[src/sv/tcts_pkg.sv]
// ----------------------------------------------------------------------------
// tcts_pkg
// Shared types, codes and helpers of the three-color Turing stepper.
// ----------------------------------------------------------------------------
`default_nettype none

package tcts_pkg;

   // Sizes of the machine
   localparam int STATE_COUNT = 16;
   localparam int CELL_COUNT  = 256;
   localparam int RULE_DEPTH  = STATE_COUNT * 3;
   localparam int RULE_AW     = $clog2(RULE_DEPTH);
   localparam int CELL_AW     = $clog2(CELL_COUNT);

   // Field widths
   localparam int COLOR_W = 2;
   localparam int STATE_W = 5;
   localparam int MOVE_W  = 2;
   localparam int POS_W   = 8;
   localparam int CNT_W   = 9;
   localparam int STAT_W  = 3;
   localparam int CSR_AW  = 2;
   localparam int CSR_DW  = 9;

   // Request kinds
   localparam logic [1:0] REQ_STEP    = 2'd0;
   localparam logic [1:0] REQ_RULE    = 2'd1;
   localparam logic [1:0] REQ_TAPE    = 2'd2;
   localparam logic [1:0] REQ_RESTART = 2'd3;

   // Head moves
   localparam logic [MOVE_W-1:0] MOVE_LEFT  = 2'd0;
   localparam logic [MOVE_W-1:0] MOVE_RIGHT = 2'd1;
   localparam logic [MOVE_W-1:0] MOVE_CONT  = 2'd2;

   localparam logic [COLOR_W-1:0] COLOR_BAD = 2'd3;

   // Result status codes
   localparam logic [STAT_W-1:0] STAT_OK       = 3'd0;
   localparam logic [STAT_W-1:0] STAT_HALTED   = 3'd1;
   localparam logic [STAT_W-1:0] STAT_LEFT_END = 3'd2;
   localparam logic [STAT_W-1:0] STAT_RIGHT_END = 3'd3;
   localparam logic [STAT_W-1:0] STAT_BAD_POS  = 3'd4;
   localparam logic [STAT_W-1:0] STAT_BAD_COLOR = 3'd5;
   localparam logic [STAT_W-1:0] STAT_NO_CONT  = 3'd6;

   // Configuration register indexes
   localparam logic [CSR_AW-1:0] CSR_CELLS_IN_USE   = 2'd0;
   localparam logic [CSR_AW-1:0] CSR_START_STATE    = 2'd1;
   localparam logic [CSR_AW-1:0] CSR_START_POSITION = 2'd2;

   typedef struct packed {
      logic [1:0]         req_type;
      logic [3:0]         rule_state;
      logic [COLOR_W-1:0] rule_color;
      logic [COLOR_W-1:0] rule_next_color;
      logic [STATE_W-1:0] rule_next_state;
      logic [MOVE_W-1:0]  rule_move;
      logic [POS_W-1:0]   cell_index;
      logic [COLOR_W-1:0] cell_color;
   } req_item_type;

   typedef struct packed {
      logic [STAT_W-1:0]  status;
      logic               done_flag;
      logic [POS_W-1:0]   head_position;
      logic [STATE_W-1:0] machine_state;
      logic               write_valid;
      logic [POS_W-1:0]   written_index;
      logic [COLOR_W-1:0] written_color;
   } rsp_item_type;

   // One entry of the rule table
   typedef struct packed {
      logic [MOVE_W-1:0]  move;
      logic [STATE_W-1:0] next_state;
      logic [COLOR_W-1:0] next_color;
   } rule_type;

   // Rule table address: state * 3 + color
   function automatic logic [RULE_AW-1:0] rule_addr(input logic [STATE_W-1:0] st,
                                                    input logic [COLOR_W-1:0] col);
      logic [RULE_AW-1:0] s;
      s = RULE_AW'(st);
      return (s << 1) + s + RULE_AW'(col);
   endfunction

   // Any state index at or beyond the state count is a halt state
   function automatic logic is_halt(input logic [STATE_W-1:0] st);
      return CNT_W'(st) >= CNT_W'(STATE_COUNT);
   endfunction

endpackage

`default_nettype wire

[src/sv/tcts_tape_mem.sv]
// ----------------------------------------------------------------------------
// tcts_tape_mem
// Tape store: one write port, one read port with registered read data.
// ----------------------------------------------------------------------------
`default_nettype none

module tcts_tape_mem
   import tcts_pkg::*;
(
   input  wire logic               clock,
   input  wire logic               rd_en,
   input  wire logic [CELL_AW-1:0] rd_addr,
   output logic      [COLOR_W-1:0] rd_data,
   input  wire logic               wr_en,
   input  wire logic [CELL_AW-1:0] wr_addr,
   input  wire logic [COLOR_W-1:0] wr_data
);

   logic [COLOR_W-1:0] mem [CELL_COUNT];
   logic [COLOR_W-1:0] rd_data_ff;

   always_ff @(posedge clock) begin
      if (wr_en) begin
         mem[wr_addr] <= wr_data;
      end
   end

   // Hold the read data until the next read
   always_ff @(posedge clock) begin
      if (rd_en) begin
         rd_data_ff <= mem[rd_addr];
      end
   end

   assign rd_data = rd_data_ff;

endmodule

`default_nettype wire

[src/sv/tcts_rule_mem.sv]
// ----------------------------------------------------------------------------
// tcts_rule_mem
// Rule table: one write port, one read port with registered read data.
// ----------------------------------------------------------------------------
`default_nettype none

module tcts_rule_mem
   import tcts_pkg::*;
(
   input  wire logic               clock,
   input  wire logic               rd_en,
   input  wire logic [RULE_AW-1:0] rd_addr,
   output rule_type                rd_data,
   input  wire logic               wr_en,
   input  wire logic [RULE_AW-1:0] wr_addr,
   input  wire rule_type           wr_data
);

   rule_type mem [RULE_DEPTH];
   rule_type rd_data_ff;

   always_ff @(posedge clock) begin
      if (wr_en) begin
         mem[wr_addr] <= wr_data;
      end
   end

   // Hold the read data until the next read
   always_ff @(posedge clock) begin
      if (rd_en) begin
         rd_data_ff <= mem[rd_addr];
      end
   end

   assign rd_data = rd_data_ff;

endmodule

`default_nettype wire

[src/sv/three_color_turing_stepper_unit.sv]
// ----------------------------------------------------------------------------
// three_color_turing_stepper_unit
// Turing machine over a three-color tape, driven one request at a time.
// ----------------------------------------------------------------------------
// Every request gives exactly one result. For a step request the transfer
// issues the tape read at the head, the tape state looks up the rule for
// state and color, and at commit the new color is written back, head and
// state are updated and the result register is loaded. Rule loads, tape
// loads, restarts and steps that stop before touching the tape go from idle
// straight to the finish state. Two dependent synchronous memory reads lie
// on the step path. The result register parts the two sides: a new request
// is taken while an earlier result waits, and the write-back holds only
// while that result is still stalled. Tape and rule table come up undefined
// and need no clearing after reset; load them before stepping.
// Write the configuration registers only while the unit is idle.
// ----------------------------------------------------------------------------
`default_nettype none

module three_color_turing_stepper_unit
   import tcts_pkg::*;
(
   input  wire logic              clock,
   input  wire logic              reset,

   input  wire logic              req_valid,
   output logic                   req_stall,
   input  wire req_item_type      req_data,

   output logic                   rsp_valid,
   input  wire logic              rsp_stall,
   output rsp_item_type           rsp_data,

   input  wire logic              csr_wr_en,
   input  wire logic [CSR_AW-1:0] csr_index,
   input  wire logic [CSR_DW-1:0] csr_wr_data
);

   // Sequencer: idle, tape read pending, rule read pending, result pending
   typedef enum logic [3:0] {
      FSM_IDLE = 4'b0001,
      FSM_TAPE = 4'b0010,
      FSM_RULE = 4'b0100,
      FSM_FIN  = 4'b1000
   } fsm_type;

   fsm_type fsm_ff, fsm_in;

   // Configuration registers
   logic [CNT_W-1:0]  cells_in_use_ff;
   logic [3:0]        start_state_ff;
   logic [POS_W-1:0]  start_position_ff;

   // Machine registers
   logic [POS_W-1:0]   head_ff, head_in;
   logic [STATE_W-1:0] mstate_ff, mstate_in;
   logic               stopped_ff, stopped_in;
   logic [MOVE_W-1:0]  last_move_ff, last_move_in;

   // Request held while it is worked on
   req_item_type item_ff;

   // Result register
   logic         rsp_valid_ff;
   rsp_item_type rsp_ff, rsp_in;

   // Memory ports
   logic               tape_rd_en, tape_we;
   logic [CELL_AW-1:0] tape_waddr;
   logic [COLOR_W-1:0] tape_rd, tape_wdata;
   logic               rule_rd_en, rule_we;
   rule_type           rule_rd, rule_wdata;

   logic             req_xfer, commit, slot_free;
   logic [CNT_W-1:0] usable;
   logic             head_ok, head_up_ok, step_go;
   logic [MOVE_W-1:0] dir;
   logic             dir_ok;
   logic [STAT_W-1:0] status;

   // ------------------------------------------------------------------
   // Configuration writes
   // ------------------------------------------------------------------
   always_ff @(posedge clock) begin
      if (reset) begin
         cells_in_use_ff   <= CNT_W'(256);
         start_state_ff    <= '0;
         start_position_ff <= '0;
      end else if (csr_wr_en) begin
         case (csr_index)
            CSR_CELLS_IN_USE:   cells_in_use_ff   <= csr_wr_data;
            CSR_START_STATE:    start_state_ff    <= csr_wr_data[3:0];
            CSR_START_POSITION: start_position_ff <= csr_wr_data[POS_W-1:0];
            default: ;
         endcase
      end
   end

   // ------------------------------------------------------------------
   // Head limits: usable length is the register clamped to the tape size
   // ------------------------------------------------------------------
   assign usable     = (cells_in_use_ff < CNT_W'(CELL_COUNT)) ? cells_in_use_ff
                                                              : CNT_W'(CELL_COUNT);
   assign head_ok    = CNT_W'(head_ff) < usable;
   assign head_up_ok = (CNT_W'(head_ff) + CNT_W'(1)) < usable;

   // ------------------------------------------------------------------
   // Handshakes
   // ------------------------------------------------------------------
   assign req_stall = (fsm_ff != FSM_IDLE);
   assign req_xfer  = req_valid && !req_stall;
   assign slot_free = !rsp_valid_ff || !rsp_stall;
   assign commit    = ((fsm_ff == FSM_RULE) || (fsm_ff == FSM_FIN)) && slot_free;

   // A step touches the tape only if the machine runs and the head is inside
   assign step_go = (req_data.req_type == REQ_STEP) && !stopped_ff &&
                    !is_halt(mstate_ff) && head_ok;

   // ------------------------------------------------------------------
   // Sequencer. Reads happen only in idle and tape cycles and writes only
   // at commit, so a read and a write never meet on the same entry.
   // ------------------------------------------------------------------
   always_comb begin
      fsm_in     = fsm_ff;
      tape_rd_en = 1'b0;
      rule_rd_en = 1'b0;
      case (fsm_ff)
         FSM_IDLE: begin
            if (req_xfer) begin
               tape_rd_en = step_go;
               fsm_in     = step_go ? FSM_TAPE : FSM_FIN;
            end
         end
         FSM_TAPE: begin
            // Drop the rule lookup when the cell holds no valid color
            if (tape_rd == COLOR_BAD) begin
               fsm_in = FSM_FIN;
            end else begin
               rule_rd_en = 1'b1;
               fsm_in     = FSM_RULE;
            end
         end
         FSM_RULE: begin
            fsm_in = commit ? FSM_IDLE : FSM_FIN;
         end
         FSM_FIN: begin
            if (commit) begin
               fsm_in = FSM_IDLE;
            end
         end
         default: begin
            fsm_in = FSM_IDLE;
         end
      endcase
   end

   always_ff @(posedge clock) begin
      if (reset) begin
         fsm_ff <= FSM_IDLE;
      end else begin
         fsm_ff <= fsm_in;
      end
   end

   always_ff @(posedge clock) begin
      if (req_xfer) begin
         item_ff <= req_data;
      end
   end

   // ------------------------------------------------------------------
   // Memories
   // ------------------------------------------------------------------
   tcts_tape_mem u_tape (
      .clock   (clock),
      .rd_en   (tape_rd_en),
      .rd_addr (head_ff[CELL_AW-1:0]),
      .rd_data (tape_rd),
      .wr_en   (tape_we),
      .wr_addr (tape_waddr),
      .wr_data (tape_wdata)
   );

   tcts_rule_mem u_rule (
      .clock   (clock),
      .rd_en   (rule_rd_en),
      .rd_addr (rule_addr(mstate_ff, tape_rd)),
      .rd_data (rule_rd),
      .wr_en   (rule_we),
      .wr_addr (rule_addr(STATE_W'(item_ff.rule_state), item_ff.rule_color)),
      .wr_data (rule_wdata)
   );

   assign rule_wdata.move       = item_ff.rule_move;
   assign rule_wdata.next_state = item_ff.rule_next_state;
   assign rule_wdata.next_color = item_ff.rule_next_color;

   // ------------------------------------------------------------------
   // Head move for a step: the rule's own move, or repeat the last one.
   // A move code of three counts as continue.
   // ------------------------------------------------------------------
   always_comb begin
      dir    = rule_rd.move;
      dir_ok = 1'b1;
      if ((rule_rd.move != MOVE_LEFT) && (rule_rd.move != MOVE_RIGHT)) begin
         dir    = last_move_ff;
         dir_ok = (last_move_ff != MOVE_CONT);
      end
   end

   // ------------------------------------------------------------------
   // Write-back: the effects of the held request, applied at commit.
   // The machine registers have not changed since the transfer, so the
   // early-stop checks give the same answer as they did then.
   // ------------------------------------------------------------------
   always_comb begin
      head_in      = head_ff;
      mstate_in    = mstate_ff;
      stopped_in   = stopped_ff;
      last_move_in = last_move_ff;
      status       = STAT_OK;
      tape_we      = 1'b0;
      tape_waddr   = head_ff[CELL_AW-1:0];
      tape_wdata   = rule_rd.next_color;
      rule_we      = 1'b0;
      rsp_in.write_valid   = 1'b0;
      rsp_in.written_index = '0;
      rsp_in.written_color = '0;

      case (item_ff.req_type)
         REQ_RULE: begin
            rule_we = (CNT_W'(item_ff.rule_state) < CNT_W'(STATE_COUNT)) &&
                      (item_ff.rule_color != COLOR_BAD);
         end
         REQ_TAPE: begin
            tape_we    = CNT_W'(item_ff.cell_index) < CNT_W'(CELL_COUNT);
            tape_waddr = CELL_AW'(item_ff.cell_index);
            tape_wdata = item_ff.cell_color;
         end
         REQ_RESTART: begin
            head_in      = start_position_ff;
            mstate_in    = STATE_W'(start_state_ff);
            stopped_in   = 1'b0;
            last_move_in = MOVE_CONT;
         end
         REQ_STEP: begin
            if (!stopped_ff) begin
               if (is_halt(mstate_ff)) begin
                  stopped_in = 1'b1;
                  status     = STAT_HALTED;
               end else if (!head_ok) begin
                  stopped_in = 1'b1;
                  status     = STAT_BAD_POS;
               end else if (tape_rd == COLOR_BAD) begin
                  stopped_in = 1'b1;
                  status     = STAT_BAD_COLOR;
               end else begin
                  // Write the cell and take the next state, then move
                  tape_we              = 1'b1;
                  rsp_in.write_valid   = 1'b1;
                  rsp_in.written_index = head_ff;
                  rsp_in.written_color = rule_rd.next_color;
                  mstate_in            = rule_rd.next_state;
                  if (is_halt(rule_rd.next_state)) begin
                     stopped_in = 1'b1;
                     status     = STAT_HALTED;
                  end else if (!dir_ok) begin
                     stopped_in = 1'b1;
                     status     = STAT_NO_CONT;
                  end else if (dir == MOVE_LEFT) begin
                     if (head_ff != '0) begin
                        head_in      = head_ff - POS_W'(1);
                        last_move_in = MOVE_LEFT;
                     end else begin
                        stopped_in = 1'b1;
                        status     = STAT_LEFT_END;
                     end
                  end else begin
                     if (head_up_ok) begin
                        head_in      = head_ff + POS_W'(1);
                        last_move_in = MOVE_RIGHT;
                     end else begin
                        stopped_in = 1'b1;
                        status     = STAT_RIGHT_END;
                     end
                  end
               end
            end
         end
         default: ;
      endcase

      tape_we = tape_we && commit;
      rule_we = rule_we && commit;

      rsp_in.status        = status;
      rsp_in.done_flag     = stopped_in;
      rsp_in.head_position = head_in;
      rsp_in.machine_state = mstate_in;
   end

   always_ff @(posedge clock) begin
      if (reset) begin
         head_ff      <= '0;
         mstate_ff    <= '0;
         stopped_ff   <= 1'b0;
         last_move_ff <= MOVE_CONT;
      end else if (commit) begin
         head_ff      <= head_in;
         mstate_ff    <= mstate_in;
         stopped_ff   <= stopped_in;
         last_move_ff <= last_move_in;
      end
   end

   // ------------------------------------------------------------------
   // Result register: load at commit, advance on transfer
   // ------------------------------------------------------------------
   always_ff @(posedge clock) begin
      if (reset) begin
         rsp_valid_ff <= 1'b0;
      end else if (commit) begin
         rsp_valid_ff <= 1'b1;
      end else if (!rsp_stall) begin
         rsp_valid_ff <= 1'b0;
      end
   end

   always_ff @(posedge clock) begin
      if (commit) begin
         rsp_ff <= rsp_in;
      end
   end

   assign rsp_valid = rsp_valid_ff;
   assign rsp_data  = rsp_ff;

endmodule

`default_nettype wire
[config.mk]
export PLATFORM = sky130hd
export DESIGN_NAME = three_color_turing_stepper_unit
export DESIGN_NICKNAME = d
export VERILOG_FILES = /design/src/sv/tcts_pkg.sv /design/src/sv/tcts_tape_mem.sv /design/src/sv/tcts_rule_mem.sv /design/src/sv/three_color_turing_stepper_unit.sv
export SDC_FILE = /design/constraint.sdc
export NUM_CORES = 1
export LEC_CHECK = 0
export CAP_MARGIN = 20
export CORE_MARGIN = 5
export CORE_UTILIZATION = 50
export DETAILED_ROUTE_END_ITERATION = 10
export DONT_BUFFER_PORTS = 1
export GPL_TIMING_DRIVEN = 0
export PLACE_DENSITY_LB_ADDON = 0.08
export SLEW_MARGIN = 20
export SYNTH_ARGS = -nofsm -noshare
export SYNTH_HDL_FRONTEND = slang
export SYNTH_SLANG_ARGS = --single-unit
[constraint.sdc]
create_clock -name clock -period 6.1 [get_ports clock]
set_clock_uncertainty 0.1 [all_clocks]
set_input_delay 0.305 -clock clock [delete_from_list [all_inputs] [get_ports clock]]
set_output_delay 0.305 -clock clock [all_outputs]
set_load 0.03 [all_outputs]
; ---- Word level (Yosys, flattened, before mapping)
; Memories as Yosys holds them, arrays and structs flattened. A register that Yosys moved wholly into a read port is not among the register bits.
; Cells that the tools add are included.
; Widths: inputs -> output; s select.
[word_totals]
out_inout_bits = 30
elab_cells = 169
in_bits = 43
ramBits = 944
mem_count = 2
regBits = 97
[memory_table]
columns = memory, depth, width, read_ports, rd_clocked_by_memory_dff, write_ports, line
row1 = u_tape.mem, 256, 2, 1, 1, 1, tcts_tape_mem.sv:19  ; logic [COLOR_W-1:0] mem [CELL_COUNT];
row2 = u_rule.mem, 48, 9, 1, 1, 1, tcts_rule_mem.sv:19  ; rule_type mem [RULE_DEPTH];
[classes]
n_mux = 70
magnitude_cmp = 5
n_bitwise = 2
n_eq_ne = 25
addsub = 7
n_reduce_logical = 32
[ops]
columns = cell, n
row1 = $mux 8, 10
row2 = $mux 2, 13
row3 = $mux 1, 25
row4 = $mux 4, 5
row5 = $mux 5, 4
row6 = $ne 2x2->1 const B, 10
row7 = $pmux 4 s4, 1
row8 = $pmux 8 s2, 1
row9 = $mux 3, 5
row10 = $add 6x2->6, 2
row11 = $mux 11, 1
row12 = $ge 5x5->1 const B, 2
row13 = $pmux 5 s2, 1
row14 = $reduce_and 10->1, 1
row15 = $add 8x1->9 const B, 1
row16 = $lt 8x9->1, 1
row17 = $lt 9x9->1, 1
row18 = $lt 9x9->1 const B, 1
row19 = $mux 9, 1
row20 = $add 8x1->8 const B, 1
row21 = $eq 2x2->1 const B, 4
row22 = $logic_and 1x1->1, 8
row23 = $logic_not 2->1, 4
row24 = $reduce_and 2->1, 4
row25 = 23 further kinds, 34

; ---- Longest topological paths before layout
; Gate-level depths: netlist of run 1.
[depth]
depth_word = 12
ltp_mapped = 16
ltp_nobuf = 12

; ---- By module
; Synthesis of run 1 repeated with hierarchy kept, for this count alone.
[unflattened]
hier_cells = 2637
hier_area_um2 = 44061.0
[modules_own_cells]
columns = mod, seq_area_each_um2, area_per_inst_um2, cells_each, instances
row1 = tcts_tape_mem, 15434.8, 21401.8, 1242, 1
row2 = tcts_rule_mem, 13242.7, 17294.1, 877, 1
row3 = three_color_turing_stepper_unit, 2492.4, 5365.1, 518, 1

; ---- Worst setup path after synthesis of run 1
; No wires, ideal clock.
[synth_timing]
kind = register -> register
from = reg item_ff[25] (netlist bit)
to = mem u_tape.mem[0][0] (data pin)
stages_incl_launch_ff = 6
arrival_ps = 3157
required_time_ps = 5445
period_less_slack_ps = 3813
setup_time_ps = 555
setup_slack_ps = 2287
n_path_buf = 2
path_cell_list = edfxtp_1 > inv_1 > ha_1 > clkbuf_1 > clkbuf_1 > mux2_2
[synth_via]
elab_chain_len = 2
[synth_rtl]
columns = element, line
row1 = from (decl), three_color_turing_stepper_unit.sv:60  ; req_item_type item_ff;
row2 = from (signal assigned), three_color_turing_stepper_unit.sv:166  ; item_ff <= req_data;
row3 = $eq 2x2->1, three_color_turing_stepper_unit.sv:229  ; case (item_ff.req_type)
row4 = $mux 2, three_color_turing_stepper_unit.sv:229
row5 = named net tape_wdata[0], three_color_turing_stepper_unit.sv:69  ; logic [COLOR_W-1:0] tape_rd, tape_wdata;
row6 = to (decl), tcts_tape_mem.sv:19
; The timed path passes the listed nets, and every way through them passes these cells.

; ---- Worst setup path after layout of run 1
[layout_timing]
from = reg head_ff[1]
to = reg rsp_ff (netlist bit rsp_data[18]) (data pin)
[layout_via]
elab_chain_len = 11
elab_cells_between_ends = 16
cone_classes = add/sub (3) / order compare (2) / mux (10) / reduce/logical (1)
[layout_rtl]
columns = element, line
row1 = from (decl), three_color_turing_stepper_unit.sv:54  ; logic [POS_W-1:0] head_ff, head_in;
row2 = from (signal assigned), three_color_turing_stepper_unit.sv:308  ; head_ff <= head_in;
row3 = $add 8x1->9, three_color_turing_stepper_unit.sv:104  ; assign head_up_ok = (CNT_W'(head_ff) + CNT_W'(1)) < usable;
row4 = $lt 9x9->1, three_color_turing_stepper_unit.sv:104
row5 = $mux 8, three_color_turing_stepper_unit.sv:278  ; if (head_up_ok) begin
row6 = $mux 8, three_color_turing_stepper_unit.sv:269  ; end else if (dir == MOVE_LEFT) begin
row7 = $mux 8, three_color_turing_stepper_unit.sv:266  ; end else if (!dir_ok) begin
row8 = $mux 8, three_color_turing_stepper_unit.sv:263  ; if (is_halt(rule_rd.next_state)) begin
row9 = $mux 8, three_color_turing_stepper_unit.sv:253  ; end else if (tape_rd == COLOR_BAD) begin
row10 = $mux 8 *, three_color_turing_stepper_unit.sv:250  ; end else if (!head_ok) begin
row11 = $mux 8 *, three_color_turing_stepper_unit.sv:247  ; if (is_halt(mstate_ff)) begin
row12 = $mux 8 *, three_color_turing_stepper_unit.sv:246  ; if (!stopped_ff) begin
row13 = $pmux 8 s2 *, three_color_turing_stepper_unit.sv:229
row14 = named net head_in[2], three_color_turing_stepper_unit.sv:54
row15 = to (signal assigned), three_color_turing_stepper_unit.sv:330  ; rsp_ff <= rsp_in;
row16 = to (decl), three_color_turing_stepper_unit.sv:64  ; rsp_item_type rsp_ff, rsp_in;
; The timed path passes the listed nets; every way through them passes the cells marked *.
; A chain may end at the register's enable or synchronous reset.

==> flow_summary.html, run 1 <==
<table>
<tr><th>Metric</th><th>Value</th></tr>
<tr><th colspan="2">Clocking</th></tr>
<tr><td>Max Buffers Root-to-Sink</td><td>3</td></tr>
<tr><td>Later-pin clock latency in the skew report</td><td>690 ps</td></tr>
<tr><td>Number of sinks handled by clock tree synthesis</td><td>1052</td></tr>
<tr><td>Clock tree from TritonCTS</td><td>done</td></tr>
<tr><td>CTS buffer count</td><td>109</td></tr>
<tr><td>Number of levels the H-tree was split into</td><td>3</td></tr>
<tr><td>CTS clock-pin slew for the worst setup and hold paths</td><td>60 ps</td></tr>
<tr><td>Setup repair bufs after CTS</td><td>0</td></tr>
<tr><td>CTS root buf</td><td>clkbuf_16</td></tr>
<tr><th colspan="2">Power</th></tr>
<tr><td>NetSw</td><td>3.23 mW</td></tr>
<tr><td>Portion of total power attributed to combinational logic</td><td>0.036</td></tr>
<tr><td>Peak ir drop on the vdd network</td><td>0.000275 V</td></tr>
<tr><td>Clock power frac</td><td>0.444</td></tr>
<tr><td>Static leakage</td><td>15.3 nW</td></tr>
<tr><td>Switching Share</td><td>0.209</td></tr>
<tr><td>Internal power summed over all cells</td><td>12.2 mW</td></tr>
<tr><td>Power per standard cell area</td><td>314 nW/µm²</td></tr>
<tr><td>Sequential group share of total power</td><td>0.520</td></tr>
<tr><td>Overall power consumption</td><td>15.4 mW</td></tr>
<tr><th colspan="2">Layout</th></tr>
<tr><td>Final net count</td><td>2644</td></tr>
<tr><td>Fraction of final layout cells sized beyond drive strength 1</td><td>0.197</td></tr>
<tr><td>Final antenna diode count</td><td>0</td></tr>
<tr><td>Final non-filler cell total</td><td>3798</td></tr>
<tr><td>Area added between synthesis and finish</td><td>14.0%</td></tr>
<tr><td>Count of filler cells inserted in the layout</td><td>6571</td></tr>
<tr><th colspan="2">STA</th></tr>
<tr><td>Setup repair after global routing missed its margin</td><td>false</td></tr>
<tr><td>Worst Max-Slew Pin Slew</td><td>1210 ps</td></tr>
<tr><td>Finish-stage setup viols</td><td>0</td></tr>
<tr><td>Pins over their slew limit</td><td>0</td></tr>
<tr><td>WHS</td><td>149 ps</td></tr>
<tr><td>Count of final hold-check violations</td><td>0</td></tr>
<tr><td>Share of the clock period used by the worst path after layout</td><td>0.860</td></tr>
<tr><td>Achievable Freq</td><td>0.191 GHz</td></tr>
<tr><td>Post-route setup TNS</td><td>0 ps</td></tr>
<tr><td>Worst slew slack as a fraction of its limit</td><td>0.193</td></tr>
<tr><td>Minimum clock period</td><td>5250 ps</td></tr>
<tr><th colspan="2">Logic synthesis</th></tr>
<tr><td>Number of cells produced by synthesis</td><td>2383</td></tr>
<tr><td>Nets in the synthesized netlist</td><td>2468</td></tr>
<tr><td>Number of different library cells in the post-synthesis netlist</td><td>66</td></tr>
<tr><td>Proportion of synthesized chip area in sequential cells</td><td>0.723</td></tr>
<tr><td>Cell type contributing the most total cell area after synthesis</td><td>edfxtp_1</td></tr>
<tr><td>Total number of yosys warnings</td><td>0</td></tr>
<tr><td>Mapped Area</td><td>43100 µm²</td></tr>
<tr><td>Async set-reset flop share out of synthesis</td><td>0</td></tr>
<tr><td>Synth top area share</td><td>0.703</td></tr>
<tr><td>Most numerous cell in the Yosys netlist</td><td>edfxtp_1</td></tr>
<tr><td>Synth top area cells</td><td>edfxtp_1, mux4_2, nor2_1</td></tr>
<tr><td>Most frequent cells after synthesis</td><td>edfxtp_1, nor2_1, mux4_2</td></tr>
<tr><td>Synth Register Bits</td><td>1052</td></tr>
<tr><td>Number of enable-type register cells in the synthesized netlist</td><td>1010</td></tr>
<tr><td>Primary flip-flop cell chosen by synthesis mapping</td><td>edfxtp_1</td></tr>
<tr><td>Average cell area after synthesis</td><td>18.1 µm²</td></tr>
<tr><th colspan="2">Worst setup path</th></tr>
<tr><td>Most used cell, CP</td><td>buf_2</td></tr>
<tr><td>Largest incremental delay on the critical path</td><td>470 ps</td></tr>
<tr><td>Cell family with the largest share of critical-path delay</td><td>compound AO/OA/AOI/OAI gates</td></tr>
<tr><td>Data arrival, critical path</td><td>5550 ps</td></tr>
<tr><td>Launch instance of the worst register-to-register path</td><td>head_ff[1]</td></tr>
<tr><td>End of the worst register-to-register path</td><td>rsp_data[18]</td></tr>
<tr><td>Cell with the biggest individual delay on the critical path</td><td>buf_2</td></tr>
<tr><td>Number of buffers and inverters on the critical path</td><td>4</td></tr>
<tr><td>Worst path depth</td><td>13</td></tr>
<tr><td>Crit path kind</td><td>reg -&gt; reg</td></tr>
<tr><td>Startpoint type of the worst setup path</td><td>register</td></tr>
<tr><td>Origin of the worst setup path</td><td>head_ff[1]</td></tr>
<tr><td>Register-to-register setup slack</td><td>850 ps</td></tr>
<tr><td>Worst Path Required</td><td>6400 ps</td></tr>
<tr><td>Worst setup path endpoint</td><td>rsp_data[18]</td></tr>
<tr><td>Path depth of the worst reg2reg path</td><td>13</td></tr>
<tr><td>Maximum net fanout on the critical path</td><td>10</td></tr>
<tr><td>Kind of capture point of the worst setup path</td><td>register</td></tr>
<tr><td>Critical path cell sequence</td><td>buf_2 -&gt; buf_2 -&gt; buf_2 -&gt; buf_2 -&gt; nand4_1 -&gt; xnor2_1 -&gt; ha_1 -&gt; and4_1 -&gt; a221oi_1 -&gt; o211ai_1 -&gt; o221a_2 -&gt; a2111oi_2 -&gt; a21oi_1</td></tr>
<tr><th colspan="2">Placement</th></tr>
<tr><td>Routability congestion estimate</td><td>0.935</td></tr>
<tr><td>Buffers added on ports</td><td>0</td></tr>
<tr><td>Post-DP HPWL</td><td>78400 µm</td></tr>
<tr><td>Placed cells</td><td>3549</td></tr>
<tr><th colspan="2">Floorplanning</th></tr>
<tr><td>Row count</td><td>107</td></tr>
<tr><td>Core area</td><td>85400 µm²</td></tr>
<tr><td>Starting utilization of the core area</td><td>0.505</td></tr>
<tr><td>Floorplan die area</td><td>92200 µm²</td></tr>
<tr><td>Vertical die dimension</td><td>304 µm</td></tr>
<tr><td>Die width</td><td>304 µm</td></tr>
<tr><td>Num ports</td><td>73</td></tr>
<tr><th colspan="2">GRT</th></tr>
<tr><td>First-pass GRT wire length</td><td>164000 µm</td></tr>
<tr><td>Pin count of the biggest net entering global routing</td><td>141</td></tr>
<tr><td>Grt ovf</td><td>0</td></tr>
<tr><td>GRT Resource Usage Total</td><td>0.243</td></tr>
<tr><td>Number of global-route vias before repair</td><td>24000</td></tr>
<tr><td>Number of antenna violations at the first check in global routing</td><td>0</td></tr>
<tr><th colspan="2">Routing</th></tr>
<tr><td>Initial detailed-routing violation count</td><td>2381</td></tr>
<tr><td>Ratio of routed vias to standard cells</td><td>6.11</td></tr>
<tr><td>Count of TritonRoute iterations in the first routing pass</td><td>8</td></tr>
<tr><td>Total number of vias</td><td>23200</td></tr>
<tr><td>Number of nets with antenna violations after detailed routing</td><td>0</td></tr>
<tr><td>Wirelength, routed</td><td>114000 µm</td></tr>
<tr><td>Mean routed wirelength per cell</td><td>29.9 µm</td></tr>
<tr><td>Number of remaining DRC errors</td><td>0</td></tr>
<tr><th colspan="2">Run</th></tr>
<tr><td>Max Cap Viol</td><td>0</td></tr>
<tr><th colspan="2">Hold path</th></tr>
<tr><td>Type of the tightest min-delay check</td><td>in -&gt; reg</td></tr>
<tr><th colspan="2">Run status</th></tr>
<tr><td>Status</td><td>finished clean</td></tr>
</table>
[cells by family after synthesis]
| logic type | Yosys count | synth area share |
|---|---|---|
| DFF | 1052 | 0.723 |
| and+or+nand+nor | 594 | 0.0567 |
| muxes | 330 | 0.155 |
| AOI/OAI and AO/OA | 198 | 0.0328 |
| buffers and inverters | 150 | 0.0163 |
| adders and majority gates | 42 | 0.0129 |
| xor gates and xnor gates | 17 | 0.00345 |
[worst reg2reg max path: stages, from the launching register on]
cell and delay (ps):
dfxtp_1 370, buf_2 390, buf_2 400, buf_2 480, buf_2 420, nand4_1 170
xnor2_1 330, ha_1 300, and4_1 220, a221oi_1 440, o211ai_1 430, o221a_2 450
a2111oi_2 350, a21oi_1 110
[registers in the layout (all words and copies together), names as in the netlist]
register,count
rsp_data,28
u_rule.mem,432
fsm_ff,4
u_tape.mem,512
item_ff,27
u_rule.rd_data,9
mstate_ff,5
head_ff,8
last_move_ff,2
u_tape.rd_data,2
stopped_ff,1
start_state_ff,4
rsp_valid,1
cells_in_use_ff,9
start_position_ff,8
[cell type report]
class	count	area, µm²	share of cell area
timing repair buffer	65	846	0.0172
buffer	125	613	0.0125
inverter	25	93.8	0.00191
clock inverter	73	856	0.0174
sequential	1052	31200	0.634
multi-input combinational	1181	11300	0.230
clock buffer	133	2850	0.0579
tap	1144	1430	0.0291
[timing repair]
item / in CTS / in global routing
endpoints found under the hold margin: 66 / 0
hold buffers: 42 / 0
resized for setup: 0 / 0
endpoints found under the setup margin: 0 / 0
[cells in the final DEF (no fill, tap or decap), types with 9 or more instances in the layout]
master and count:
a211oi_1 9, a21o_1 11, a21oi_1 42, a22o_1 13, a22oi_1 14, a31oi_1 10
and2_1 12, buf_1 17, buf_2 32, buf_6 10, buf_8 14, bufinv_16 17
clkbuf_1 83, clkbuf_16 110, clkinv_1 27, clkinv_2 20, dfxtp_1 42, dlygate4sd3_1 42
edfxtp_1 1010, ha_1 38, inv_1 18, mux2i_1 57, mux4_2 267, nand2_1 126
nand3_1 24, nor2_1 371, nor2b_1 11, nor3_1 12, o21ai_0 30
[how the worst min path moves through the flow]
stage            startpoint          end  depth (start not counted)
2_1_floorplan   req_data[0]   item_ff[0]                          0
3_3_place_gp   req_data[12]  item_ff[12]                          0
3_5_place_dp    req_data[4]   item_ff[4]                          0
4_1_cts        req_data[17]  item_ff[17]                          1
5_1_grt         req_data[0]   item_ff[0]                          1
6_report       req_data[23]  item_ff[23]                          1
[through the flow]
step / utilization / worst slack (ps) / instance area, µm²
finish: 0.576 / 852 / 49200
global route: 0.576 / 618 / 49200
CTS: 0.575 / 908 / 49200
detailed placement: 0.527 / 944 / 45000
global placement: 0.522 / 106 / 44600
floorplan: - / 2290 / 43100
[power by group through the flow]
| stage | combinational [mW] | sequential, mW | clock [mW] |
|---|---|---|---|
| after floorplan | 0.283 | 8.19 | 0 |
| after global placement | 0.415 | 8.25 | 0 |
| after detailed placement | 0.529 | 8.18 | 0 |
| after CTS | 0.556 | 8.03 | 6.95 |
| after global routing | 0.597 | 8.03 | 7.26 |
| final | 0.557 | 8.03 | 6.85 |
[per-layer routing]
metal	up-vias	share of wire	GRT usage
met5	-	0	0
met4	0	0.043	0.0921
met3	229	0.062	0.0363
met2	944	0.51	0.418
met1	12200	0.39	0.317
li1	9887	-	-
(Power assumes the default switching activity.)
==> inputs of run 2 (changes only) <==
--- a/config.mk
+++ b/config.mk
@@ -6,7 +6,7 @@
 export NUM_CORES = 1
 export LEC_CHECK = 0
 export CAP_MARGIN = 20
-export CORE_MARGIN = 5
+export CORE_MARGIN = 2
 export CORE_UTILIZATION = 50
 export DETAILED_ROUTE_END_ITERATION = 10
 export DONT_BUFFER_PORTS = 1
==> constraint.sdc (replaced) <==
create_clock -name clock -period 6.8 [get_ports clock]
set_clock_uncertainty 0.1 [all_clocks]
set_input_delay 0.34 -clock clock [delete_from_list [all_inputs] [get_ports clock]]
set_output_delay 0.34 -clock clock [all_outputs]
set_load 0.03 [all_outputs]
==> run 2 against run 1 <==
Sequential share of layout area up 0.17 points. Largest power group unchanged. Via count rose by 0.37%. Final cell count hardly changed.
==> flow_summary.html, run 2 (synthesis results as in run 1) <==
<table>
<tr><th>Metric</th><th>Value</th></tr>
<tr><th colspan="2">Worst setup path</th></tr>
<tr><td>Largest incremental delay on the critical path</td><td>510 ps</td></tr>
<tr><td>Kind of capture point of the worst setup path</td><td>register</td></tr>
<tr><td>Worst Path Required</td><td>7080 ps</td></tr>
<tr><td>Maximum net fanout on the critical path</td><td>10</td></tr>
<tr><td>End of the worst register-to-register path</td><td>rsp_data[18]</td></tr>
<tr><td>Startpoint type of the worst setup path</td><td>register</td></tr>
<tr><td>Crit path kind</td><td>reg -&gt; reg</td></tr>
<tr><td>Register-to-register setup slack</td><td>1330 ps</td></tr>
<tr><td>Path depth of the worst reg2reg path</td><td>13</td></tr>
<tr><td>Data arrival, critical path</td><td>5750 ps</td></tr>
<tr><td>Most used cell, CP</td><td>buf_2</td></tr>
<tr><td>Cell with the biggest individual delay on the critical path</td><td>a221oi_1</td></tr>
<tr><td>Launch instance of the worst register-to-register path</td><td>head_ff[1]</td></tr>
<tr><td>Critical path cell sequence</td><td>buf_2 -&gt; buf_2 -&gt; buf_2 -&gt; buf_2 -&gt; nand4_1 -&gt; xnor2_1 -&gt; ha_1 -&gt; and4_1 -&gt; a221oi_1 -&gt; o211ai_1 -&gt; o221a_2 -&gt; a2111oi_2 -&gt; a21oi_1</td></tr>
<tr><th colspan="2">Hold path</th></tr>
<tr><td>Type of the tightest min-delay check</td><td>in -&gt; reg</td></tr>
<tr><td>Hold-critical path endpoint</td><td>rsp_valid</td></tr>
<tr><td>Worst Hold Launch</td><td>reset</td></tr>
<tr><td>Worst hold path stage count</td><td>2</td></tr>
<tr><th colspan="2">GRT</th></tr>
<tr><td>Pin count of the biggest net entering global routing</td><td>113</td></tr>
<tr><td>Grt ovf</td><td>0</td></tr>
<tr><td>Number of global-route vias before repair</td><td>23900</td></tr>
<tr><td>Number of antenna violations at the first check in global routing</td><td>0</td></tr>
<tr><td>First-pass GRT wire length</td><td>165000 µm</td></tr>
<tr><td>GRT Resource Usage Total</td><td>0.258</td></tr>
<tr><th colspan="2">Layout</th></tr>
<tr><td>Top library cells by usage in the layout, fill and taps aside</td><td>edfxtp_1, nor2_1, mux4_2</td></tr>
<tr><td>Final instance area</td><td>49000 µm²</td></tr>
<tr><td>Final non-filler cell total</td><td>3797</td></tr>
<tr><td>Final antenna diode count</td><td>0</td></tr>
<tr><td>Count of filler cells inserted in the layout</td><td>6518</td></tr>
<tr><td>Max reg flops</td><td>512</td></tr>
<tr><td>Largest register by flop count</td><td>u_tape.mem</td></tr>
<tr><td>Area added between synthesis and finish</td><td>13.7%</td></tr>
<tr><td>Final net count</td><td>2647</td></tr>
<tr><td>Fraction of final layout cells sized beyond drive strength 1</td><td>0.195</td></tr>
<tr><td>Leading cell type in the layout, fill and taps excluded</td><td>edfxtp_1</td></tr>
<tr><th colspan="2">Clocking</th></tr>
<tr><td>Max Buffers Root-to-Sink</td><td>3</td></tr>
<tr><td>CTS root buf</td><td>clkbuf_16</td></tr>
<tr><td>CTS clock-pin slew for the worst setup and hold paths</td><td>60 ps</td></tr>
<tr><td>Clock tree from TritonCTS</td><td>done</td></tr>
<tr><td>CTS buffer count</td><td>110</td></tr>
<tr><td>Number of sinks handled by clock tree synthesis</td><td>1052</td></tr>
<tr><td>Number of levels the H-tree was split into</td><td>3</td></tr>
<tr><td>Quantity of gates resized following cts</td><td>0</td></tr>
<tr><td>Later-pin clock latency in the skew report</td><td>680 ps</td></tr>
<tr><th colspan="2">Routing</th></tr>
<tr><td>Total number of vias</td><td>23300</td></tr>
<tr><td>Mean routed wirelength per cell</td><td>29.8 µm</td></tr>
<tr><td>Number of nets with antenna violations after detailed routing</td><td>0</td></tr>
<tr><td>Count of TritonRoute iterations in the first routing pass</td><td>6</td></tr>
<tr><td>Number of remaining DRC errors</td><td>0</td></tr>
<tr><td>Initial detailed-routing violation count</td><td>2813</td></tr>
<tr><td>Wirelength, routed</td><td>113000 µm</td></tr>
<tr><td>Ratio of routed vias to standard cells</td><td>6.14</td></tr>
<tr><th colspan="2">Floorplanning</th></tr>
<tr><td>Starting utilization of the core area</td><td>0.506</td></tr>
<tr><td>Num ports</td><td>73</td></tr>
<tr><td>Floorplan die area</td><td>88600 µm²</td></tr>
<tr><td>Die width</td><td>298 µm</td></tr>
<tr><td>Core area</td><td>85300 µm²</td></tr>
<tr><td>Row count</td><td>107</td></tr>
<tr><td>Vertical die dimension</td><td>298 µm</td></tr>
<tr><th colspan="2">Run status</th></tr>
<tr><td>Status</td><td>finished clean</td></tr>
<tr><th colspan="2">STA</th></tr>
<tr><td>Achievable Freq</td><td>0.183 GHz</td></tr>
<tr><td>Minimum clock period</td><td>5470 ps</td></tr>
<tr><td>Worst Max-Slew Pin Slew</td><td>1160 ps</td></tr>
<tr><td>Share of the clock period used by the worst path after layout</td><td>0.805</td></tr>
<tr><td>Finish-stage setup viols</td><td>0</td></tr>
<tr><td>Worst slew slack as a fraction of its limit</td><td>0.225</td></tr>
<tr><td>Count of final hold-check violations</td><td>0</td></tr>
<tr><td>Pins over their slew limit</td><td>0</td></tr>
<tr><td>Setup repair after global routing missed its margin</td><td>false</td></tr>
<tr><td>Post-route setup TNS</td><td>0 ps</td></tr>
<tr><th colspan="2">Placement</th></tr>
<tr><td>Placed cells</td><td>3549</td></tr>
<tr><td>Post-DP HPWL</td><td>77400 µm</td></tr>
<tr><td>Area post-placement</td><td>45000 µm²</td></tr>
<tr><td>Buffers added on ports</td><td>0</td></tr>
<tr><td>Routability congestion estimate</td><td>0.916</td></tr>
<tr><th colspan="2">Power</th></tr>
<tr><td>Static leakage</td><td>15.2 nW</td></tr>
<tr><td>Peak ir drop on the vdd network</td><td>0.000223 V</td></tr>
<tr><td>Power per standard cell area</td><td>277 nW/µm²</td></tr>
<tr><th colspan="2">Run</th></tr>
<tr><td>Max Cap Viol</td><td>0</td></tr>
</table>
## run 2: worst max-delay path: cells and delay by family, from the launching register on
| family | cells | cell delay, ps |
|---|---|---|
| adders and majority gates | 1 | 290 |
| xor gates and xnor gates | 1 | 310 |
| and+or+nand+nor | 2 | 390 |
| buffers and inverters | 4 | 1760 |
| DFF | 1 | 370 |
| AOI/OAI and AO/OA | 5 | 1930 |
## run 2: routing by layer
layer | wire length (µm) | share of wire | global-route usage
met1 | 44800 | 0.40 | 0.347
met2 | 56100 | 0.50 | 0.430
met3 | 8160 | 0.072 | 0.0462
met4 | 4150 | 0.037 | 0.0889
met5 | 0 | 0 | 0
## run 2: area by class of cell
class / instances / area (µm²) / share of cell area
Buffer: 125 / 614 / 0.0125
Multi-Input combinational cell: 1181 / 11300 / 0.231
Clock inverter: 60 / 536 / 0.0109
Clock buffer: 143 / 3010 / 0.0614
Sequential cell: 1052 / 31200 / 0.636
Tap cell: 1144 / 1430 / 0.0292
Timing Repair Buffer: 67 / 877 / 0.0179
Inverter: 25 / 93.8 / 0.00191
## run 2: timing repair
item	in CTS	in global routing
hold buffers	45	0
buffers inserted	0	0
endpoints found under the hold margin	64	0
## run 2: report_power, final
part | total, mW | switching, mW | leakage, nW | internal [mW]
clock | 5.90 | 2.45 | 1.74 | 3.44
combinational | 0.500 | 0.336 | 4.04 | 0.164
sequential | 7.21 | 0.0509 | 9.43 | 7.16
## run 2: worst max-delay path by stage
| stage | end | start | slack (ps) |
|---|---|---|---|
| final | rsp_data[18] | head_ff[1] | 1330 |
| after global routing | rsp_data[18] | head_ff[1] | 1180 |
| after CTS | rsp_data[18] | head_ff[1] | 1410 |
| after detailed placement | rsp_data[18] | head_ff[1] | 1450 |
| after global placement | u_tape.mem[240][1] | item_ff[25] | 720 |
| after floorplan | u_tape.mem[0][0] | item_ff[25] | 2990 |
## run 2: stage by stage
step                setup WS, ps  power [mW]  hold WS, ps   util
CTS                         1410        13.7         3.94  0.575
floorplan                   2990        7.60          339      -
global route                1180        14.0         41.1  0.575
global placement             724        7.78          339  0.523
detailed placement          1450        7.82          339  0.528
finish                      1330        13.6         57.4  0.575
==> inputs of run 3 (changes only) <==
--- a/config.mk
+++ b/config.mk
@@ -5,6 +5,7 @@
 export SDC_FILE = /design/constraint.sdc
 export NUM_CORES = 1
 export LEC_CHECK = 0
+export ABC_AREA = 1
 export CAP_MARGIN = 20
 export CORE_MARGIN = 2
 export CORE_UTILIZATION = 50
==> constraint.sdc (replaced) <==
create_clock -name clock -period 4.7 [get_ports clock]
set_clock_uncertainty 0.1 [all_clocks]
set_input_delay 0.235 -clock clock [delete_from_list [all_inputs] [get_ports clock]]
set_output_delay 0.235 -clock clock [all_outputs]
set_load 0.03 [all_outputs]
==> run 3 against run 2 <==
Total power grew 75%. Utilization grew 0.62 points. Clock-buffer cell count shrank 7. Register-to-register slack lost 1200 ps. Via count grew 35%. Wire length grew 32%. Sequential power grew 48%. Setup slack lost 1200 ps. Cell area grew 2.8%. Non-clock buffer count grew 123. Flip-flop and latch count is the same. Highest routed layer is now met5.
==> flow_summary.html, run 3 <==
<table>
<tr><th>Metric</th><th>Value</th></tr>
<tr><th colspan="2">Logic synthesis</th></tr>
<tr><td>Async set-reset flop share out of synthesis</td><td>0</td></tr>
<tr><td>Synth top area cells</td><td>edfxtp_1, nor2_1, o21ai_0</td></tr>
<tr><td>Combinational family with the most area after synthesis</td><td>simple AND/OR/NAND/NOR gates</td></tr>
<tr><td>Synth Register Bits</td><td>1052</td></tr>
<tr><td>Area share of fa/ha/maj cells after synthesis</td><td>0.0127</td></tr>
<tr><td>Number of different library cells in the post-synthesis netlist</td><td>47</td></tr>
<tr><td>Post-Synth Simple-Gate Area</td><td>0.126</td></tr>
<tr><td>Synthesized-area fraction occupied by ao, oa, aoi and oai cells</td><td>0.0984</td></tr>
<tr><td>Mux share of post-synthesis cell area</td><td>0.0151</td></tr>
<tr><td>Synth top area share</td><td>0.693</td></tr>
<tr><td>Most frequent cells after synthesis</td><td>edfxtp_1, nor2_1, o21ai_0</td></tr>
<tr><td>Nets in the synthesized netlist</td><td>3676</td></tr>
<tr><td>Most numerous cell in the Yosys netlist</td><td>edfxtp_1</td></tr>
<tr><td>Number of cells produced by synthesis</td><td>3591</td></tr>
<tr><td>Average cell area after synthesis</td><td>12.2 µm²</td></tr>
<tr><td>Total number of yosys warnings</td><td>0</td></tr>
<tr><td>Number of enable-type register cells in the synthesized netlist</td><td>1010</td></tr>
<tr><td>Primary flip-flop cell chosen by synthesis mapping</td><td>edfxtp_1</td></tr>
<tr><td>Mapped Area</td><td>43800 µm²</td></tr>
<tr><td>Cell type contributing the most total cell area after synthesis</td><td>edfxtp_1</td></tr>
<tr><td>XOR/XNOR Fraction of Synth Area</td><td>0.00240</td></tr>
<tr><td>Proportion of synthesized chip area in sequential cells</td><td>0.712</td></tr>
<tr><th colspan="2">Worst setup path</th></tr>
<tr><td>Startpoint type of the worst setup path</td><td>register</td></tr>
<tr><td>Worst Path Required</td><td>4930 ps</td></tr>
<tr><td>Data arrival, critical path</td><td>4850 ps</td></tr>
<tr><td>Maximum net fanout on the critical path</td><td>10</td></tr>
<tr><td>Critical path cell sequence</td><td>fa_1 -&gt; ha_1 -&gt; clkbuf_1 -&gt; clkbuf_1 -&gt; clkbuf_1 -&gt; o221ai_1 -&gt; nand3_1 -&gt; nand3_1 -&gt; o211ai_1 -&gt; o21ai_0</td></tr>
<tr><td>Largest incremental delay on the critical path</td><td>690 ps</td></tr>
<tr><td>Crit path kind</td><td>reg -&gt; reg</td></tr>
<tr><td>Kind of capture point of the worst setup path</td><td>register</td></tr>
<tr><td>Most used cell, CP</td><td>clkbuf_1</td></tr>
<tr><td>Cell with the biggest individual delay on the critical path</td><td>clkbuf_1</td></tr>
<tr><th colspan="2">Clocking</th></tr>
<tr><td>Max Buffers Root-to-Sink</td><td>3</td></tr>
<tr><td>Setup repair bufs after CTS</td><td>0</td></tr>
<tr><td>CTS clock-pin slew for the worst setup and hold paths</td><td>60 ps</td></tr>
<tr><td>Later-pin clock latency in the skew report</td><td>700 ps</td></tr>
<tr><td>CTS buffer count</td><td>109</td></tr>
<tr><td>CTS root buf</td><td>clkbuf_16</td></tr>
<tr><td>Number of sinks handled by clock tree synthesis</td><td>1052</td></tr>
<tr><td>Number of levels the H-tree was split into</td><td>3</td></tr>
<tr><td>Clock tree from TritonCTS</td><td>done</td></tr>
<tr><th colspan="2">Routing</th></tr>
<tr><td>Wirelength, routed</td><td>149000 µm</td></tr>
<tr><td>Ratio of routed vias to standard cells</td><td>6.26</td></tr>
<tr><td>Total number of vias</td><td>31500</td></tr>
<tr><td>Mean routed wirelength per cell</td><td>29.6 µm</td></tr>
<tr><td>Count of TritonRoute iterations in the first routing pass</td><td>7</td></tr>
<tr><td>Number of remaining DRC errors</td><td>0</td></tr>
<tr><td>Number of nets with antenna violations after detailed routing</td><td>0</td></tr>
<tr><td>Initial detailed-routing violation count</td><td>4923</td></tr>
<tr><th colspan="2">Placement</th></tr>
<tr><td>Area post-placement</td><td>46200 µm²</td></tr>
<tr><td>Routability congestion estimate</td><td>0.950</td></tr>
<tr><td>Placed cells</td><td>4787</td></tr>
<tr><td>Post-DP HPWL</td><td>101000 µm</td></tr>
<tr><td>Buffers added on ports</td><td>0</td></tr>
<tr><th colspan="2">Layout</th></tr>
<tr><td>Final net count</td><td>3879</td></tr>
<tr><td>Largest register by flop count</td><td>u_tape.mem</td></tr>
<tr><td>Fraction of final layout cells sized beyond drive strength 1</td><td>0.0817</td></tr>
<tr><td>Top library cells by usage in the layout, fill and taps aside</td><td>edfxtp_1, nor2_1, o21ai_0</td></tr>
<tr><td>Final non-filler cell total</td><td>5037</td></tr>
<tr><td>Post-route core utilization</td><td>0.581</td></tr>
<tr><td>Max reg flops</td><td>512</td></tr>
<tr><td>Area added between synthesis and finish</td><td>15.2%</td></tr>
<tr><td>Final instance area</td><td>50400 µm²</td></tr>
<tr><td>Leading cell type in the layout, fill and taps excluded</td><td>edfxtp_1</td></tr>
<tr><th colspan="2">Floorplanning</th></tr>
<tr><td>Floorplan die area</td><td>89900 µm²</td></tr>
<tr><td>Row count</td><td>108</td></tr>
<tr><td>Starting utilization of the core area</td><td>0.504</td></tr>
<tr><td>Vertical die dimension</td><td>300 µm</td></tr>
<tr><td>Die width</td><td>300 µm</td></tr>
<tr><td>Num ports</td><td>73</td></tr>
<tr><td>Core area</td><td>86800 µm²</td></tr>
<tr><th colspan="2">STA</th></tr>
<tr><td>Achievable Freq</td><td>0.216 GHz</td></tr>
<tr><td>Minimum clock period</td><td>4620 ps</td></tr>
<tr><td>Post-route setup TNS</td><td>0 ps</td></tr>
<tr><td>Finish-stage setup viols</td><td>0</td></tr>
<tr><td>Count of final hold-check violations</td><td>0</td></tr>
<tr><td>Pins over their slew limit</td><td>0</td></tr>
<tr><td>Worst slew slack as a fraction of its limit</td><td>0.127</td></tr>
<tr><td>Worst Max-Slew Pin Slew</td><td>1310 ps</td></tr>
<tr><td>Share of the clock period used by the worst path after layout</td><td>0.983</td></tr>
<tr><td>Setup repair after global routing missed its margin</td><td>false</td></tr>
<tr><th colspan="2">Power</th></tr>
<tr><td>Power per standard cell area</td><td>471 nW/µm²</td></tr>
<tr><td>Static leakage</td><td>16.9 nW</td></tr>
<tr><td>Peak ir drop on the vdd network</td><td>0.000341 V</td></tr>
<tr><th colspan="2">GRT</th></tr>
<tr><td>First-pass GRT wire length</td><td>211000 µm</td></tr>
<tr><td>GRT Resource Usage Total</td><td>0.327</td></tr>
<tr><td>Number of global-route vias before repair</td><td>30600</td></tr>
<tr><td>Pin count of the biggest net entering global routing</td><td>38</td></tr>
<tr><td>Number of antenna violations at the first check in global routing</td><td>8</td></tr>
<tr><td>Grt ovf</td><td>0</td></tr>
<tr><th colspan="2">Run status</th></tr>
<tr><td>Status</td><td>finished clean</td></tr>
<tr><th colspan="2">Hold path</th></tr>
<tr><td>Type of the tightest min-delay check</td><td>in -&gt; reg</td></tr>
<tr><th colspan="2">Run</th></tr>
<tr><td>Max Cap Viol</td><td>0</td></tr>
</table>
run 3: cell count changes in the layout (fill, tap and decap cells not counted), sizes merged, moves of 14 or more:
cell / previous run / this run
nand2: 126 / 280
a22oi: 14 / 0
o22ai: 6 / 110
mux4: 270 / 0
o21ai: 35 / 380
clkbuf: 208 / 314
o221ai: 4 / 83
nand3: 24 / 182
inv: 22 / 138
or2: 4 / 29
nor2: 371 / 810
o211ai: 4 / 73
run 3: through the flow:
stage	power, mW	hold WS, ps	setup WS, ps
after CTS	23.6	43.7	52.9
after floorplan	12.9	204	-831
final	23.8	65.0	79.0
after global routing	24.3	56.9	2.96
after global placement	14.6	209	-5060
after detailed placement	14.8	210	-55.5
run 3: final cells by class:
| class | instances | area, µm² |
|---|---|---|
| fillers | 7153 | 36300 |
| flip-flops and latches | 1052 | 31200 |
| multi-input cells | 2176 | 11200 |
| clock buffers | 136 | 3000 |
| repair buffers | 92 | 1480 |
| well taps | 1155 | 1450 |
| plain buffers | 223 | 922 |
| clock inverters | 61 | 666 |
| inverters | 140 | 531 |
| diodes | 2 | 5.00 |
run 3: cells by family after synthesis:
group / after synthesis
muxes: 66
AOI/OAI and AO/OA: 719
and+or+nand+nor: 1337
xor gates and xnor gates: 12
adders and majority gates: 42
DFF: 1052
buffers and inverters: 363
run 3: layer usage:
layer / GRT usage / wire length (µm) / vias to the layer above
met5: 0 / 58 / -
met4: 0.103 / 4750 / 8
met3: 0.0853 / 19400 / 299
met2: 0.485 / 65000 / 2105
met1: 0.474 / 59700 / 15700
li1: - / - / 13500
run 3: timing repair:
action,in CTS,in global routing
hold buffers,50,0
endpoints found under the setup margin,5,21
hold endpoints to repair,76,0
gates resized for setup,2,15
gates cloned,0,0
run 3: path summary, 6_finish.rpt:
path                             start                    to  slack [ps]  cells past startpoint
setup / recovery          mstate_ff[1]     u_rule.rd_data[2]          80                     10
hold / removal             req_data[1]            item_ff[1]          70                      1
setup reg to reg          mstate_ff[1]     u_rule.rd_data[2]          80                     10
hold reg to reg   start_position_ff[2]  start_position_ff[2]         360                      2
run 3: critical path, delay by kind of cell, from the launching register on:
family                     cells  cell delay, ps
adders and majority gates      2             780
buffers and inverters          3            1730
DFF                            1             440
AOI/OAI and AO/OA              3             830
and+or+nand+nor                2             370
run 3: power by group:
group	switching [mW]	total [mW]	internal, mW
sequential	0.114	10.7	10.6
clock	3.70	8.91	5.21
combinational	3.14	4.18	1.05
